<file path="config.mk">
export PLATFORM = sky130hd
export DESIGN_NAME = grc_cfg
export DESIGN_NICKNAME = d
export VERILOG_FILES = /design/src/rtl/grc_pkg.sv /design/src/rtl/grc_cfg.sv
export SDC_FILE = /design/constraint.sdc
export NUM_CORES = 1
export LEC_CHECK = 0
export ABC_AREA = 0
export BUFFER_PORTS_ARGS = -buffer_cell sky130_fd_sc_hd__buf_2
export CAP_MARGIN = 20
export CORE_MARGIN = 4
export CORE_UTILIZATION = 41
export DETAILED_ROUTE_END_ITERATION = 16
export GPL_TIMING_DRIVEN = 0
export PLACE_DENSITY = 0.81
export SLEW_MARGIN = 5
export SYNTH_ARGS = -nofsm -noshare
export SYNTH_HDL_FRONTEND = slang
export SYNTH_SLANG_ARGS = --single-unit
</file>
<file path="constraint.sdc">
create_clock -name clk -period 0.8 [get_ports clk]
set_input_delay 0.04 -clock clk [delete_from_list [all_inputs] [get_ports clk]]
set_output_delay 0.04 -clock clk [all_outputs]
set_load 0.005 [all_outputs]
</file>
<file path="src/rtl/grc_pkg.sv">
// grc_pkg: shared types and constants for the greedy rectangle cover block
// no dependencies; used by every file under rtl but grc_ram
package grc_pkg;

  localparam int CFG_INDEX_W = 4;
  localparam int CFG_DATA_W  = 7;

  // configuration register indexes
  localparam logic [CFG_INDEX_W-1:0] CFG_GRID_WIDTH  = 4'd0;
  localparam logic [CFG_INDEX_W-1:0] CFG_GRID_HEIGHT = 4'd1;

  localparam logic [6:0] GRID_WIDTH_RESET  = 7'd64;
  localparam logic [6:0] GRID_HEIGHT_RESET = 7'd64;

  // item kinds
  localparam logic KIND_LOAD    = 1'b0;
  localparam logic KIND_REQUEST = 1'b1;

  typedef struct packed {
    logic       kind;
    logic [5:0] cell_col;
    logic [5:0] cell_row;
    logic       solid;
  } grc_in_t;

  typedef struct packed {
    logic       found;
    logic [5:0] rect_col;
    logic [5:0] rect_row;
    logic [6:0] rect_width;
    logic [6:0] rect_height;
  } grc_out_t;

  // grid extent in use after clamping
  typedef struct packed {
    logic [6:0] w_use;
    logic [6:0] h_use;
  } grc_limits_t;

  // load strobes for the span unit
  typedef struct packed {
    logic take_f;
    logic take_low;
    logic take_run;
  } grc_span_ctl_t;

  typedef enum logic [2:0] {
    ST_IDLE,
    ST_LD_WB,
    ST_SCAN,
    ST_LOW,
    ST_RUN,
    ST_EXT,
    ST_MARK,
    ST_RQ_WB
  } grc_state_t;

endpackage

</file>
<file path="src/rtl/grc_cfg.sv">
// grc_cfg: grid extent registers and their clamped values
// depends on grc_pkg
module grc_cfg #(
  parameter int MAX_COLS = 64,
  parameter int MAX_ROWS = 64
) (
  input  logic                             clk,
  input  logic                             rst,
  input  logic                             cfg_valid,
  output logic                             cfg_ready,
  input  logic [grc_pkg::CFG_INDEX_W-1:0]  cfg_index,
  input  logic [grc_pkg::CFG_DATA_W-1:0]   cfg_data,
  output grc_pkg::grc_limits_t             limits
);

  logic [6:0] grid_width;
  logic [6:0] grid_height;

  assign cfg_ready = 1'b1;

  always_ff @(posedge clk) begin
    if (rst) begin
      grid_width  <= grc_pkg::GRID_WIDTH_RESET;
      grid_height <= grc_pkg::GRID_HEIGHT_RESET;
    end else if (cfg_valid && cfg_ready) begin
      case (cfg_index)
        grc_pkg::CFG_GRID_WIDTH:  grid_width  <= cfg_data;
        grc_pkg::CFG_GRID_HEIGHT: grid_height <= cfg_data;
        default: ;
      endcase
    end
  end

  // zero acts as one, anything above storage acts as the storage size
  always_comb begin
    if (grid_width == 7'd0) begin
      limits.w_use = 7'd1;
    end else if ({2'b00, grid_width} > 9'(MAX_COLS)) begin
      limits.w_use = 7'(MAX_COLS);
    end else begin
      limits.w_use = grid_width;
    end
    if (grid_height == 7'd0) begin
      limits.h_use = 7'd1;
    end else if ({2'b00, grid_height} > 9'(MAX_ROWS)) begin
      limits.h_use = 7'(MAX_ROWS);
    end else begin
      limits.h_use = grid_height;
    end
  end

endmodule

</file>
After elaboration in Yosys (flattened, before gate mapping):

Cells that the tools add are included.

* register bits after elaboration: 14
* output and inout bits: 15

* $lt $le $gt $ge: 2
* eq/ne operators: 1
* multiplexer cells: 4
* reductions and logical operators: 5

Operators by type and width (number)
* $mux W7: 4
* $gt A7 B7 Y1 const B: 2
* $logic_not A7 Y1: 2
* $eq A4 B1 Y1 const B: 1
* $logic_not A4 Y1: 1
* $reduce_and A2 Y1: 2

Longest topological paths before layout:

Gate-level depths: netlist of the first run.

* depth after elaboration: 3
* depth in mapped cells: 4
* depth with buffers taken out: 3

Least setup slack after synthesis of the first run:

OpenSTA, ideal clock, no wires.

* path type: in2reg
* start point: input port cfg_index[1] (netlist name)
* end point: register grid_height[2]
* arrival: 0.769 ns
* data required time: 0.728 ns
* slack: -0.041 ns
* cell stages on the path: 4
* path buffers: 1
* path through: nor4b_4 -> and2_1 -> buf_4 -> mux2i_1

* cells in the longest elaborated chain, start to end: 2

RTL lines
* from (decl): RTL line grc_cfg.sv:11 `input logic [grc_pkg::CFG_INDEX_W-1:0] cfg_index,`
* $eq A4 B1 Y1: RTL line grc_cfg.sv:26 `case (cfg_index)`
* $reduce_and A2 Y1 (no source line)
* to (signal assigned): RTL line grc_cfg.sv:24 `grid_height <= grc_pkg::GRID_HEIGHT_RESET;`
* to (signal assigned): RTL line grc_cfg.sv:28 `grc_pkg::CFG_GRID_HEIGHT: grid_height <= cfg_data;`
* to (decl): RTL line grc_cfg.sv:17 `logic [6:0] grid_height;`

Every way passes these cells.
A chain may end at the register's enable or synchronous reset.

==> impl_metrics.yaml, run 1 <==
status:
  status: "finished with violations"
  violations: "negative setup slack"
final_layout:
  insertedDiodeCount: 0
  fin_util_pct: 63.03
  fin_nets: 128
  drive_gt1_share_pct: 48.67
  area.growth.synth_to_final_pct: 37.97
  final_area_um2: 1005
synth:
  synth_area_leaders: "dfxtp_1 (38%), mux2i_1 (19%), nand2b_1 (16%)"
  syn_inst: 80
  synth-seq-area-share_pct: 38.49
  synth_common_cells: "nand2b_1 (19), dfxtp_1 (14), mux2i_1 (14), nor2b_1 (10), nor2_1 (7)"
  yosysWarnings: 0
  synth.most_common_cell: "nand2b_1"
  synth-async-reset-ratio_pct: 0
  yosysTopAreaCell: "dfxtp_1"
  synthesis.nets: 94
  yosysUniqueCellTypes: 15
  syn_area_um2: 728.2
  synth_edf_count: 0
  ys_ff_latch: 14
  postSynthAreaPerCell_um2: 9.102
  synth_top_area_share_pct: 38.49
  synthFlopType: "dfxtp_1"
route:
  routed_wl_um: 1592
  wl_met2_um: 787
  drc: 0
  ant_nets: 0
  top_layer_used: "met4"
  wl_met1_um: 685
  first_pass_iters: 4
  wl_met3_um: 108
  dr.first_iter.drc_count: 6
  wl_per_cell_um: 11.62
  vias: 593
  viasPerCell: 4.328
die:
  die_width_um: 50.15
  die_h_um: 50.15
  io_pins: 29
  rows: 14
  die_area_um2: 2515
  start_util_pct: 45.68
  core_area_um2: 1594
pwr:
  vdd_drop_max_mv: 1.173
  leakage_nw: 0.4579
  power-per-cell-area_nw_per_um2: 1342
sta:
  setup_ws_ps: -295.6
  clock_skew_ps: 0
  fmax_ghz: 0.9127
  period_needed_ps: 1096
  rsz0062_at_grt: "true"
  slew_viol_final: 0
  final_hold_viol_count: 0
  fin_setup_tns_ps: -2155
  period_share_pct: 137.0
  setup_violations: 14
place:
  hpwlAfterDp_um: 1198
  place.gp.congestion: 0.6831
  place_area_um2: 898.4
  pre_cts_slack_ps: -280.9
  port_buffers: 27
critical_path:
  r2r_setup_slack_ps: 30
  worstRegToRegCells: 4
  cp-endpoint: "limits[0]"
  end_kind: "output pin"
  r2r_end: "grid_height[1]"
  crit_arrival_ps: 1060
  path_class: "reg2out"
  worst_setup_path_start_kind: "flip-flop"
  r2r-start: "grid_height[1]"
  worstPathMaxFanout: 2
  cp.required_ps: 760
  cp-startpoint: "grid_height[1]"
grt:
  grt.overflow.total: 0
  grt_start_max_net_pins: 11
  antenna_found_initial: 0
  grt_use_total_pct: 13.14
  grt_pass1_vias: 581
  grt_first_pass_wirelength_um: 2518
clocking:
  htree_levels: 1
  cts_buffers: 3
  clock_latency_ps: 280
  cts_max_path_buffers: 2
  cts_sinks: 14
  postCtsHoldBufs: 0
  cts_tree: "done"
  clkTransAtPathRegs_ps: 90
  cts_root_buf: "clkbuf_4"
worst_hold_path:
  hold_path_depth: 3
  min_path_type: "in2reg"
flow_run:
  cap_violations: 0
how the worst min path moves through the flow:
stage | from | end | slack [ps]
final | cfg_data[6] | grid_height[6] | 40
after detailed placement | cfg_data[6] | grid_width[6] | 330
after global placement | cfg_data[6] | grid_height[6] | 320
after floorplan | cfg_data[6] | grid_height[6] | 210
after CTS | cfg_data[6] | grid_width[6] | 30
after global routing | cfg_data[6] | grid_width[6] | 40
state kept, by name (all words and copies together) (netlist names):
register     flops
grid_height      7
grid_width       7
worst max-delay path: stages (launching register included):
cell and delay [ps]:
dfxtp_2 340, nor3_2 170, a21oi_1 80, nor2_1 70
buf_2 110
placed cells by master (no fill, tap or decap):
cell	instances
nor2b_4	1
nor3_2	2
buf_4	1
clkbuf_1	4
nor4b_4	1
and2_4	1
nor2b_1	9
nand2b_4	1
dfxtp_2	10
nor2_1	7
a21oi_1	2
conb_1	1
mux2i_1	14
buf_2	28
dfxtp_1	2
and2b_2	1
nand2b_1	18
clkbuf_8	1
dfxtp_4	2
buf_6	3
nand2_1	1
clkbuf_4	3
power by group:
part           switching (mW)  internal, mW  leakage (nW)  total (mW)
Sequential            0.00909         0.701         0.118       0.710
Combinational          0.0560        0.0756         0.319       0.132
Clock                   0.230         0.277        0.0210       0.507
Total                   0.295          1.05         0.458        1.35
area by class of cell:
class                           instances  area, um^2
Fill cell                             140       589.3
Multi-Input combinational cell         59       441.7
Sequential cell                        14       300.3
Timing Repair Buffer                   30       168.9
Clock buffer                            4       36.28
Tap cell                               24       30.03
Buffer                                  6       27.53
logic make-up after synthesis:
logic type | after synthesis | synth area share (%)
buffers and inverters | 7 | 4.809
AOI/OAI and AO/OA | 2 | 1.375
muxes | 14 | 19.24
DFF | 14 | 38.49
and+or+nand+nor | 42 | 35.57
other | 1 | 0.5150
metal layers:
| metal | vias to the layer above | GRT usage (%) |
|---|---|---|
| li1 | 319 | - |
| met1 | 252 | 14.73 |
| met2 | 20 | 23.26 |
| met3 | 2 | 5.325 |
| met4 | 0 | 2.765 |
| met5 | - | 0 |
timing repair:
item | CTS | global route
resized for setup | 16 | 6
pin swaps | 1 | 2
endpoints found under the hold margin | 0 | 0
setup buffers | 2 | 1
setup endpoints to repair | 14 | 17
metrics by stage:
| stage | total power [mW] | hold slack, ps | instances |
|---|---|---|---|
| after global routing | 1.421 | 37.32 | 137 |
| after floorplan | 0.7995 | 211.3 | 80 |
| after global placement | 0.8508 | 319.5 | 131 |
| final | 1.348 | 37.10 | 137 |
| after CTS | 1.363 | 31.56 | 137 |
| after detailed placement | 0.8539 | 328.2 | 131 |
Power figures use the tool's default switching activity.
==> run 2: changes to the inputs <==
--- a/config.mk
+++ b/config.mk
@@ -8,8 +8,10 @@
 export ABC_AREA = 0
 export BUFFER_PORTS_ARGS = -buffer_cell sky130_fd_sc_hd__buf_2
 export CAP_MARGIN = 20
+export CELL_PAD_IN_SITES_DETAIL_PLACEMENT = 1
+export CELL_PAD_IN_SITES_GLOBAL_PLACEMENT = 1
 export CORE_MARGIN = 4
-export CORE_UTILIZATION = 41
+export CORE_UTILIZATION = 30
 export DETAILED_ROUTE_END_ITERATION = 16
 export GPL_TIMING_DRIVEN = 0
 export PLACE_DENSITY = 0.81
==> impl_metrics.yaml, run 2 (synthesized netlist as in run 1, its figures left out) <==
status:
  status: "finished with violations"
  violations: "negative setup slack"
place:
  hpwlAfterDp_um: 1490
  port_buffers: 27
  place.gp.congestion: 0.7076
  place_area_um2: 903.4
critical_path:
  critPathBufInv: 1
  worstPathMaxFanout: 3
  cp_slowest_cell: "dfxtp_2"
  worstRegToRegCells: 4
  cpPeakStageDelay_ps: 340
  critical-path-top-delay-family: "flip-flops"
  path_class: "reg2out"
  worst_setup_path_start_kind: "flip-flop"
  end_kind: "output pin"
  cp_cell_sequence: "nor3_2, a21oi_1, nor2_1, buf_2"
  crit_cells: 4
  cp.required_ps: 760
  crit_arrival_ps: 1130
clocking:
  cts_tree: "done"
  cts_sinks: 14
  htree_levels: 1
  clkTransAtPathRegs_ps: 90
  cts_max_path_buffers: 2
  clock_latency_ps: 290
  cts_buffers: 3
  postCtsHoldBufs: 0
  cts_root_buf: "clkbuf_4"
pwr:
  vdd_drop_max_mv: 0.7241
  power-per-cell-area_nw_per_um2: 1302
  leakage_nw: 0.4714
route:
  routed_wl_um: 2035
  dr.first_iter.drc_count: 6
  viasPerCell: 4.648
  vias: 660
  ant_nets: 0
  drc: 0
  first_pass_iters: 3
  wl_per_cell_um: 14.33
final_layout:
  largestRegisters: "grid_height (7), grid_width (7)"
  insertedDiodeCount: 0
  final_common_cell: "buf_2"
  area.growth.synth_to_final_pct: 45.19
  fin_util_pct: 46.89
  mostFrequentLayoutCells: "buf_2 (25), nand2b_1 (18), mux2i_1 (13)"
  drive_gt1_share_pct: 53.51
  fin_nets: 129
  n_fill_cell: 283
  final_area_um2: 1057
sta:
  period_needed_ps: 1174
  fmax_ghz: 0.8516
  clock_skew_ps: 0
  rsz0062_at_grt: "true"
  final_hold_viol_count: 0
  setup_ws_ps: -374.3
  fin_setup_tns_ps: -2449
  slew_viol_final: 0
  setup_violations: 14
  period_share_pct: 146.8
worst_hold_path:
  min_path_type: "in2reg"
  hold_path_depth: 3
grt:
  grt.overflow.total: 0
  grt_use_total_pct: 13.03
  antenna_found_initial: 0
  grt_start_max_net_pins: 11
  grt_first_pass_wirelength_um: 3298
  grt_pass1_vias: 711
die:
  start_util_pct: 32.30
  die_width_um: 57.27
  die_area_um2: 3279
  rows: 17
  core_area_um2: 2255
  die_h_um: 57.27
  io_pins: 29
flow_run:
  cap_violations: 0
-- run 2: cell types whose count changed in the layout (fill, tap and decap cells not counted), sizes merged --
cell,previous run,this run
buf,32,33
-- run 2: power by group --
part	switching [mW]	internal [mW]	total, mW
Clock	0.246	0.278	0.524
Sequential	0.0100	0.698	0.708
Combinational	0.0617	0.0842	0.146
Total	0.318	1.06	1.38
-- run 2: layer usage --
| metal | part of all wire [%] | up-vias | track usage, % |
|---|---|---|---|
| met1 | 39 | 310 | 13.57 |
| met2 | 52 | 21 | 23.98 |
| met5 | 0 | - | 0 |
| met4 | 3.4 | 0 | 5.960 |
| li1 | - | 323 | - |
| met3 | 5.6 | 6 | 3.620 |
-- run 2: tightest hold or removal path, stage by stage --
cell and delay (ps):
buf_2 80, nor2_1 60, mux2i_1 110
-- run 2: timing repair --
action                                  CTS  global route
endpoints found under the setup margin   15            20
setup buffers                             3             1
pin swaps                                 2             4
resized for setup                        17            15
-- run 2: worst paths after layout --
path	slack, ps	start	endpoint
setup / recovery	-370	grid_width[4]	limits[7]
hold / removal	40	cfg_data[6]	grid_height[6]
setup reg to reg	40	grid_width[2]	grid_width[2]
hold reg to reg	480	grid_width[1]	grid_width[1]
-- run 2: through the flow --
stage	power [mW]	hold slack (ps)	instances	setup WS (ps)
2_1_floorplan	0.7995	211.3	80	-38.50
4_1_cts	1.376	37.80	142	-332.2
6_report	1.377	38.16	142	-374.3
5_1_grt	1.433	50.87	142	-424.1
3_3_place_gp	0.8531	326.1	135	-237.4
3_5_place_dp	0.8588	331.1	135	-312.5
-- run 2: layout make-up --
type,count,area [um^2],share of cell area [%]
sequential,14,302.8,28.64
multi-input combinational,59,460.4,43.55
clock buffer,4,36.28,3.432
buffer,6,27.53,2.604
timing repair buffer,31,195.2,18.46
tap,28,35.03,3.314
