`config.mk`:
```
export PLATFORM = sky130hd
export DESIGN_NAME = grc_span
export DESIGN_NICKNAME = d
export VERILOG_FILES = /design/src/rtl/grc_pkg.sv /design/src/rtl/grc_span.sv
export SDC_FILE = /design/constraint.sdc
export NUM_CORES = 1
export LEC_CHECK = 0
export ABC_AREA = 0
export BUFFER_PORTS_ARGS = -buffer_cell sky130_fd_sc_hd__buf_2
export CORE_MARGIN = 4
export CORE_UTILIZATION = 50
export CTS_CLUSTER_DIAMETER = 30
export DETAILED_ROUTE_END_ITERATION = 8
export GPL_ROUTABILITY_DRIVEN = 0
export HOLD_SLACK_MARGIN = 0.02
export PLACE_DENSITY = 0.66
export SLEW_MARGIN = 20
export SYNTH_ARGS = -nofsm -noshare
export SYNTH_HDL_FRONTEND = slang
export SYNTH_SLANG_ARGS = --single-unit
```
`constraint.sdc`:
```
create_clock -name clk -period 8.64 [get_ports clk]
set_input_delay 1.728 -clock clk [delete_from_list [all_inputs] [get_ports clk]]
set_output_delay 1.728 -clock clk [all_outputs]
set_load 0.02 [all_outputs]
```
`src/rtl/grc_pkg.sv`:
```
// grc_pkg: shared types and constants for the greedy rectangle cover block
// no dependencies; used by every file under rtl but grc_ram
package grc_pkg;

  localparam int CFG_INDEX_W = 4;
  localparam int CFG_DATA_W  = 7;

  // configuration register indexes
  localparam logic [CFG_INDEX_W-1:0] CFG_GRID_WIDTH  = 4'd0;
  localparam logic [CFG_INDEX_W-1:0] CFG_GRID_HEIGHT = 4'd1;

  localparam logic [6:0] GRID_WIDTH_RESET  = 7'd64;
  localparam logic [6:0] GRID_HEIGHT_RESET = 7'd64;

  // item kinds
  localparam logic KIND_LOAD    = 1'b0;
  localparam logic KIND_REQUEST = 1'b1;

  typedef struct packed {
    logic       kind;
    logic [5:0] cell_col;
    logic [5:0] cell_row;
    logic       solid;
  } grc_in_t;

  typedef struct packed {
    logic       found;
    logic [5:0] rect_col;
    logic [5:0] rect_row;
    logic [6:0] rect_width;
    logic [6:0] rect_height;
  } grc_out_t;

  // grid extent in use after clamping
  typedef struct packed {
    logic [6:0] w_use;
    logic [6:0] h_use;
  } grc_limits_t;

  // load strobes for the span unit
  typedef struct packed {
    logic take_f;
    logic take_low;
    logic take_run;
  } grc_span_ctl_t;

  typedef enum logic [2:0] {
    ST_IDLE,
    ST_LD_WB,
    ST_SCAN,
    ST_LOW,
    ST_RUN,
    ST_EXT,
    ST_MARK,
    ST_RQ_WB
  } grc_state_t;

endpackage

```
`src/rtl/grc_span.sv`:
```
// grc_span: finds the first free run in a masked row word in registered steps
// depends on grc_pkg
module grc_span #(
  parameter int COLS = 64
) (
  input  logic                  clk,
  input  grc_pkg::grc_span_ctl_t ctl,
  input  logic [COLS-1:0]       f,
  output logic [COLS-1:0]       run,
  output logic [5:0]            x_col,
  output logic [6:0]            end_col
);

  logic [COLS-1:0] f_reg;
  logic [COLS-1:0] lowbit;
  logic [COLS:0]   endhot;
  logic [COLS:0]   sum;

  function automatic logic [5:0] enc_low(input logic [COLS-1:0] v);
    logic [5:0] idx;
    idx = '0;
    for (int i = 0; i < COLS; i++) begin
      if (v[i]) idx = idx | 6'(i);
    end
    return idx;
  endfunction

  function automatic logic [6:0] enc_end(input logic [COLS:0] v);
    logic [6:0] idx;
    idx = '0;
    for (int i = 0; i <= COLS; i++) begin
      if (v[i]) idx = idx | 7'(i);
    end
    return idx;
  endfunction

  // adding the lowest bit ripples through the run and lands just past it
  assign sum = {1'b0, f_reg} + {1'b0, lowbit};

  always_ff @(posedge clk) begin
    if (ctl.take_f) begin
      f_reg <= f;
    end
    if (ctl.take_low) begin
      lowbit <= f_reg & ((~f_reg) + COLS'(1));
    end
    if (ctl.take_run) begin
      run    <= f_reg & ~sum[COLS-1:0];
      endhot <= sum & ~{1'b0, f_reg};
      x_col  <= enc_low(lowbit);
    end
  end

  assign end_col = enc_end(endhot);

endmodule

```
# ---- After elaboration in Yosys (flattened, before gate mapping)
# Cells that the tools add are included.
dict set report classes {
  addsub 2
  mux 191
  bitwise 6
}
# operator count
set op_table {}
lappend op_table {{6-bit 2-to-1 mux} 128}
lappend op_table {{5-bit 2-to-1 mux} 32}
lappend op_table {{64-bit AND} 2}
lappend op_table {{64-bit NOT} 2}
lappend op_table {{64-bit by 64-bit adder with 65-bit output} 1}
lappend op_table {{65-bit AND} 1}
lappend op_table {{64-bit NOT with 65-bit output} 1}
lappend op_table {{64-bit by 1-bit adder with 64-bit output, second input constant} 1}
lappend op_table {{4-bit 2-to-1 mux} 16}
lappend op_table {{3-bit 2-to-1 mux} 8}
lappend op_table {{2-bit 2-to-1 mux} 4}
lappend op_table {{7-bit 2-to-1 mux} 1}
lappend op_table {{1-bit 2-to-1 mux} 2}
dict set report totals {
  register_bits 263
  word_cells 204
  output_inout_bits 77
}

# ---- Depth between registers and ports, before layout
# Gate-level depths: netlist (run 1).
dict set report logic_depth {
  word_depth 127
  mapped_depth 12
  mapped_depth_nobuf 11
}

# ---- Least setup slack after synthesis (run 1)
# Ideal clock, no wire load.
dict set report synth_timing {
  path_kind {reg-to-reg}
  start {register f_reg[0]}
  end {register endhot[58], data pin}
  t_arrival_ps 3111
  t_required_ps 8380
  path_stages_with_launch 12
  synth_period_minus_slack_ps 3371
  slack_ps 5269
  cell_sequence {edfxtp_1 and2_1 fa_1 a211oi_1 o211ai_1 a221oi_1 nor2_1 a22oi_1 and3_1 o21bai_1 a41oi_1 mux2_2}
}
dict set report synth_between {
  elab_chain_cells 2
}
# item line
set synth_lines {}
lappend synth_lines {{start, declared} grc_span.sv:14} ;# logic [COLS-1:0] f_reg;
lappend synth_lines {{start signal, assigned} grc_span.sv:42} ;# f_reg <= f;
lappend synth_lines {{64-bit by 64-bit adder with 65-bit output} grc_span.sv:38} ;# assign sum = {1'b0, f_reg} + {1'b0, lowbit};
lappend synth_lines {{65-bit AND} grc_span.sv:49} ;# endhot <= sum & ~{1'b0, f_reg};
lappend synth_lines {{end signal, assigned} grc_span.sv:49}
lappend synth_lines {{end, declared} grc_span.sv:16} ;# logic [COLS:0] endhot;
# Every way passes these cells.
# A chain may end at the register's enable or synchronous reset.

# ---- Worst setup path in the final report (run 1)
dict set report layout_timing {
  start {register endhot[42]}
  end {output end_col[3]}
}
dict set report layout_between {
  elab_chain_cells 23
}
# item line
set layout_lines {}
lappend layout_lines {{6-bit 2-to-1 mux (22 in a row)} grc_span.sv:32} ;# if (v[i]) idx = idx | 7'(i);
lappend layout_lines {{7-bit 2-to-1 mux} grc_span.sv:32}
lappend layout_lines {{end, declared} grc_span.sv:11} ;# output logic [6:0] end_col
# Every way passes these cells.

==> results_dict.tcl, run 1 <==
set metrics [dict create \
    timing.rr.start "f_reg[0]" \
    synth_mux_area_share_pct 0.609 \
    final_cell_mix "262 x edfxtp_1, 143 x buf_2, 119 x nor2_1" \
    avgSynthCellArea_um2 11.5 \
    post_cts_buffers 0 \
    cp_slowest_stage_delay_ns 0.55 \
    hold_end "lowbit[0]" \
    routed_wl_um 40300 \
    rsz0062_at_grt "no" \
    hold_path_startpoint "f_reg[0]" \
    status "completed" \
    detail-route-antenna-nets 0 \
    grt_pass1_wl_um 61100 \
    area_delta_synth_final_pct 21.8 \
    clkSinkCount 262 \
    layout_commonest_cell "edfxtp_1" \
    cts_buffers 59 \
    synth_compound_area_share_pct 10.8 \
    drt-pass1-iter-count 5 \
    die_h_um 175 \
    cts_tree "done" \
    min_period_ns 4.25 \
    yosys_most_used_dff "edfxtp_1" \
    chipWidth_um 175 \
    r2r-end "endhot[52]" \
    die_area_mm2 0.0307 \
    n_antenna_cell 0 \
    cp.required_ns 6.91 \
    crit_slowest_cell "or4_1" \
    pwr_density_cell_mw_per_mm2 253 \
    initial_core_util_pct 51.4 \
    vias_per_cell 6.07 \
    synthesis.instances 1213 \
    overflow 0 \
    drt_iter0_drc 1267 \
    fin_nets 1518 \
    yosysSeqAreaShare_pct 56.4 \
    yosys.area_share.simple_pct 21.8 \
    grt_max_degree 79 \
    num-fill-cells 2220 \
    ys_warn_count 0 \
    via_count 10957 \
    synth_xor_area_share_pct 3.20 \
    row_count 60 \
    clkLatencyLatePin_ns 0.56 \
    cp.arrival_ns 2.52 \
    postCtsHoldBufs 0 \
    grt_pass1_vias 10399 \
    synth_top_family_by_area "simple AND/OR/NAND/NOR gates" \
    cts_resized 0 \
    max_cap_viol_count 0 \
    fin_crit_sh_pct 49.2 \
    clkSlewWorstSetupHoldPaths_ns 0.05 \
    crit_path_end_kind "output pin" \
    dp_hpwl_um 29800 \
    fp.coreArea_mm2 0.0272 \
    grt_use_total_pct 25.7 \
    holdPathStages 0 \
    async_reset_ff_share_pct 0 \
    clock_skew_ns 0.0213 \
    setup_viol 0 \
    setup_tns_ns 0 \
    synthAdderAreaFrac_pct 5.79 \
    fmax_mhz 235 \
    power_mw 4.29 \
    critical_path.max_fanout 2 \
    slew_viol_final 0 \
    hold_viol 0 \
    slew-limit-headroom_pct 27.6 \
    wire_per_inst_um 22.3 \
    reg2regPathDepth 11 \
    synth-seq-cells 262 \
    crit_chain "nor4_1 -> nand4_1 -> or4_1 -> buf_2" \
    clockBufferDepth 3 \
    setup.worst_path.start_class "register" \
    synth-edff-count 262 \
    io_pins 145 \
    min_path_type "register to register" \
    vdd_drop_max_v 0.000224 \
    reg2reg_slack_ns 4.52 \
    drc 0 \
    syn_area_mm2 0.0140 \
    yosysUniqueCellTypes 75 \
    io_buffers 144 \
    power.leakage_nw 6.59 \
    worstSetupPathType "register to output pin" \
    cts_max_level 2 \
    synth_nets 1345 \
    root_buffer "clkbuf_16" \
    antenna_found_initial 0 \
    drive_gt1_share_pct 18.6 \
    worst_slew_pin_slew_ns 1.09 \
]
## area by class of cell
class / instances / area [um2] / share of cell area (%)
flip-flops and latches: 262 / 7870 / 46.3
multi-input cells: 901 / 5890 / 34.7
clock inverters: 42 / 427 / 2.51
well taps: 372 / 465 / 2.74
repair buffers: 147 / 749 / 4.41
clock buffers: 65 / 1540 / 9.07
inverters: 15 / 56.3 / 0.331
## how the worst max path moves through the flow
stage               slack (ns)          to  startpoint  cells after the start
global route              4.24  endhot[58]    f_reg[0]                     11
floorplan                 5.27  endhot[58]    f_reg[0]                     11
finish                    4.39  end_col[3]  endhot[42]                      4
detailed placement        4.58  endhot[58]    f_reg[0]                     11
CTS                       4.40  end_col[3]  endhot[42]                      4
global placement          4.72     run[56]    f_reg[0]                     11
## metal layers
metal | vias to the layer above | track usage, % | share of wire, %
met4 | 0 | 9.20 | 3.5
met2 | 582 | 37.1 | 43
met3 | 96 | 7.07 | 11
met1 | 5187 | 37.3 | 43
li1 | 5092 | - | -
met5 | - | 0 | 0
## cell usage after synthesis (all sizes together) (17+ instances only)
| master | instances | area [um2] |
|---|---|---|
| nand2 | 84 | 315 |
| and3 | 26 | 168 |
| xor2 | 23 | 201 |
| nor3b | 17 | 128 |
| nand3 | 22 | 110 |
| and2 | 70 | 438 |
| o21ai | 44 | 220 |
| a21o | 25 | 188 |
| nor3 | 32 | 160 |
| nand4 | 29 | 188 |
| xnor2 | 28 | 245 |
| nor4 | 59 | 405 |
| clkbuf | 28 | 105 |
| edfxtp | 262 | 7870 |
| a21oi | 69 | 349 |
| ha | 63 | 788 |
| nor4b | 25 | 219 |
| nor2 | 119 | 447 |
## power breakdown
part	internal [mW]	switching, mW	total, mW	leakage, nW
combinational	0.183	0.316	0.499	2.99
clock	1.48	0.691	2.17	0.951
sequential	1.53	0.0934	1.62	2.66
## cell families (layout without fill, tap and decap cells)
| logic type | after synthesis | after routing |
|---|---|---|
| simple gates | 548 | 548 |
| flops | 262 | 262 |
| compound gates | 230 | 230 |
| fa+ha+maj | 64 | 64 |
| xor+xnor | 51 | 51 |
| buf+inv | 50 | 269 |
| mux | 8 | 8 |
## stage by stage
step / util, % / hold WS, ns / cell area [um2] / setup WS, ns / std cells
global placement: 55.3 / 0.549 / 15000 / 4.72 / 1697
global route: 62.5 / 0.606 / 17000 / 4.24 / 1804
detailed placement: 55.3 / 0.584 / 15000 / 4.58 / 1697
floorplan: - / 0.515 / 14000 / 5.27 / 1213
finish: 62.5 / 0.572 / 17000 / 4.39 / 1804
CTS: 62.5 / 0.585 / 17000 / 4.40 / 1804
## critical path, delay by kind of cell (launching register included)
family / cells / cell delay [ns]
buf+inv: 1 / 0.19
flops: 1 / 0.52
simple gates: 3 / 1.25
Note: power is estimated with default switching activity, not from simulation.
==> inputs of run 2 (changes only) <==
==> constraint.sdc (replaced) <==
create_clock -name clk -period 4.36 [get_ports clk]
set_input_delay 0.872 -clock clk [delete_from_list [all_inputs] [get_ports clk]]
set_output_delay 0.872 -clock clk [all_outputs]
set_load 0.02 [all_outputs]
==> results_dict.tcl, run 2 (synthesis gave the netlist of run 1 again) <==
set metrics [dict create \
    cts_resized 0 \
    cts_max_level 2 \
    area_delta_synth_final_pct 22.8 \
    drt-pass1-iter-count 5 \
    n_antenna_cell 0 \
    whs_ns 0.482 \
    fin_crit_sh_pct 92.7 \
    grt_max_degree 96 \
    wire_per_inst_um 22.0 \
    power_frac_seq_pct 37.0 \
    combPwrFrac_pct 11.5 \
    cts_buffers 56 \
    clkSinkCount 262 \
    hold_viol 0 \
    slew-limit-headroom_pct 34.0 \
    die_h_um 175 \
    swShare_pct 26.6 \
    worstSetupPathType "register to register" \
    drc 0 \
    chipWidth_um 175 \
    pwr_density_cell_mw_per_mm2 506 \
    layout_commonest_cell "edfxtp_1" \
    postCtsHoldBufs 0 \
    setup_viol 0 \
    grt_use_total_pct 25.6 \
    cp.required_ns 4.66 \
    fp.coreArea_mm2 0.0272 \
    fin_area_mm2 0.0171 \
    antenna_found_initial 0 \
    drive_gt1_share_pct 20.0 \
    overflow 0 \
    clkLatencyLatePin_ns 0.56 \
    worst_slew_pin_slew_ns 0.990 \
    drt_iter0_drc 1286 \
    rsz0062_at_grt "no" \
    clock_skew_ns 0.0220 \
    routed_wl_um 39900 \
    crit_path_end_kind "register" \
    p_sw_mw 2.31 \
    initial_core_util_pct 51.4 \
    fin_nets 1525 \
    grt_pass1_vias 10622 \
    power.leakage_nw 6.67 \
    fmax_mhz 247 \
    io_pins 145 \
    setup.worst_path.start_class "register" \
    critical_path.max_fanout 7 \
    clockBufferDepth 3 \
    detail-route-antenna-nets 0 \
    clkSlewWorstSetupHoldPaths_ns 0.05 \
    power_frac_clock_pct 51.5 \
    dpl_cell_area_mm2 0.0151 \
    min_path_type "input pin to register" \
    die_area_mm2 0.0307 \
    min_period_ns 4.04 \
    setup_tns_ns 0 \
    root_buffer "clkbuf_16" \
    via_count 11109 \
    num-fill-cells 2246 \
    vias_per_cell 6.13 \
    internal-power_mw 6.37 \
    post_cts_buffers 0 \
    dp_hpwl_um 29900 \
    final_cell_mix "262 x edfxtp_1, 142 x buf_2, 119 x nor2_1" \
    slew_viol_final 0 \
    row_count 60 \
    status "completed" \
    max_cap_viol_count 0 \
    power_mw 8.68 \
    grt_pass1_wl_um 61500 \
    cp.arrival_ns 4.34 \
    cts_tree "done" \
    vdd_drop_max_v 0.000342 \
    io_buffers 144 \
]
run 2: worst paths after layout:
kind	start	to	slack, ns	cells after the start
setup / recovery	f_reg[0]	endhot[58]	0.32	11
hold / removal	f[13]	f_reg[13]	0.48	1
hold reg to reg	f_reg[0]	lowbit[0]	0.59	0
setup reg to reg	f_reg[0]	endhot[58]	0.32	11
run 2: power groups by stage:
stage | Sequential [mW] | Clock [mW] | Combinational [mW]
after floorplan | 3.25 | 0 | 0.575
after global placement | 3.25 | 0 | 0.973
after detailed placement | 3.25 | 0 | 0.982
after CTS | 3.20 | 4.53 | 0.991
after global routing | 3.23 | 4.67 | 1.10
final | 3.21 | 4.47 | 1.00
run 2: worst max-delay path, cell delays in order, from the launching register on:
cell and delay [ns]:
edfxtp_1 0.46, and2_1 0.24, fa_1 0.43, a211oi_1 0.40, o211ai_1 0.20, a221oi_2 0.38, nor2_1 0.17, a22oi_1 0.25
and3_1 0.26, o21bai_1 0.23, a41oi_1 0.41, mux2_2 0.37
run 2: through the flow:
stage	cells	utilization [%]	worst slack (ns)
3_3_place_gp	1707	55.6	0.411
6_report	1813	63.1	0.319
4_1_cts	1813	63.0	0.246
2_1_floorplan	1213	-	0.989
5_1_grt	1813	63.1	0.107
3_5_place_dp	1707	55.6	0.280
run 2: layout make-up:
cell class                      instances  area (um2)  area share [%]
Clock buffer                           57        1430            8.32
Clock inverter                         49         591            3.44
Sequential cell                       262        7870            45.9
Multi-Input combinational cell        901        5900            34.4
Tap cell                              372         465            2.72
Inverter                               15        56.3           0.328
Timing Repair Buffer                  157         840            4.90
run 2: layer usage:
layer / vias to the layer above / routed length (um) / GRT usage, %
met5: - / 0 / 0
li1: 5100 / - / -
met4: 0 / 1270 / 8.25
met1: 5321 / 17100 / 36.7
met3: 92 / 4290 / 6.97
met2: 596 / 17300 / 38.1
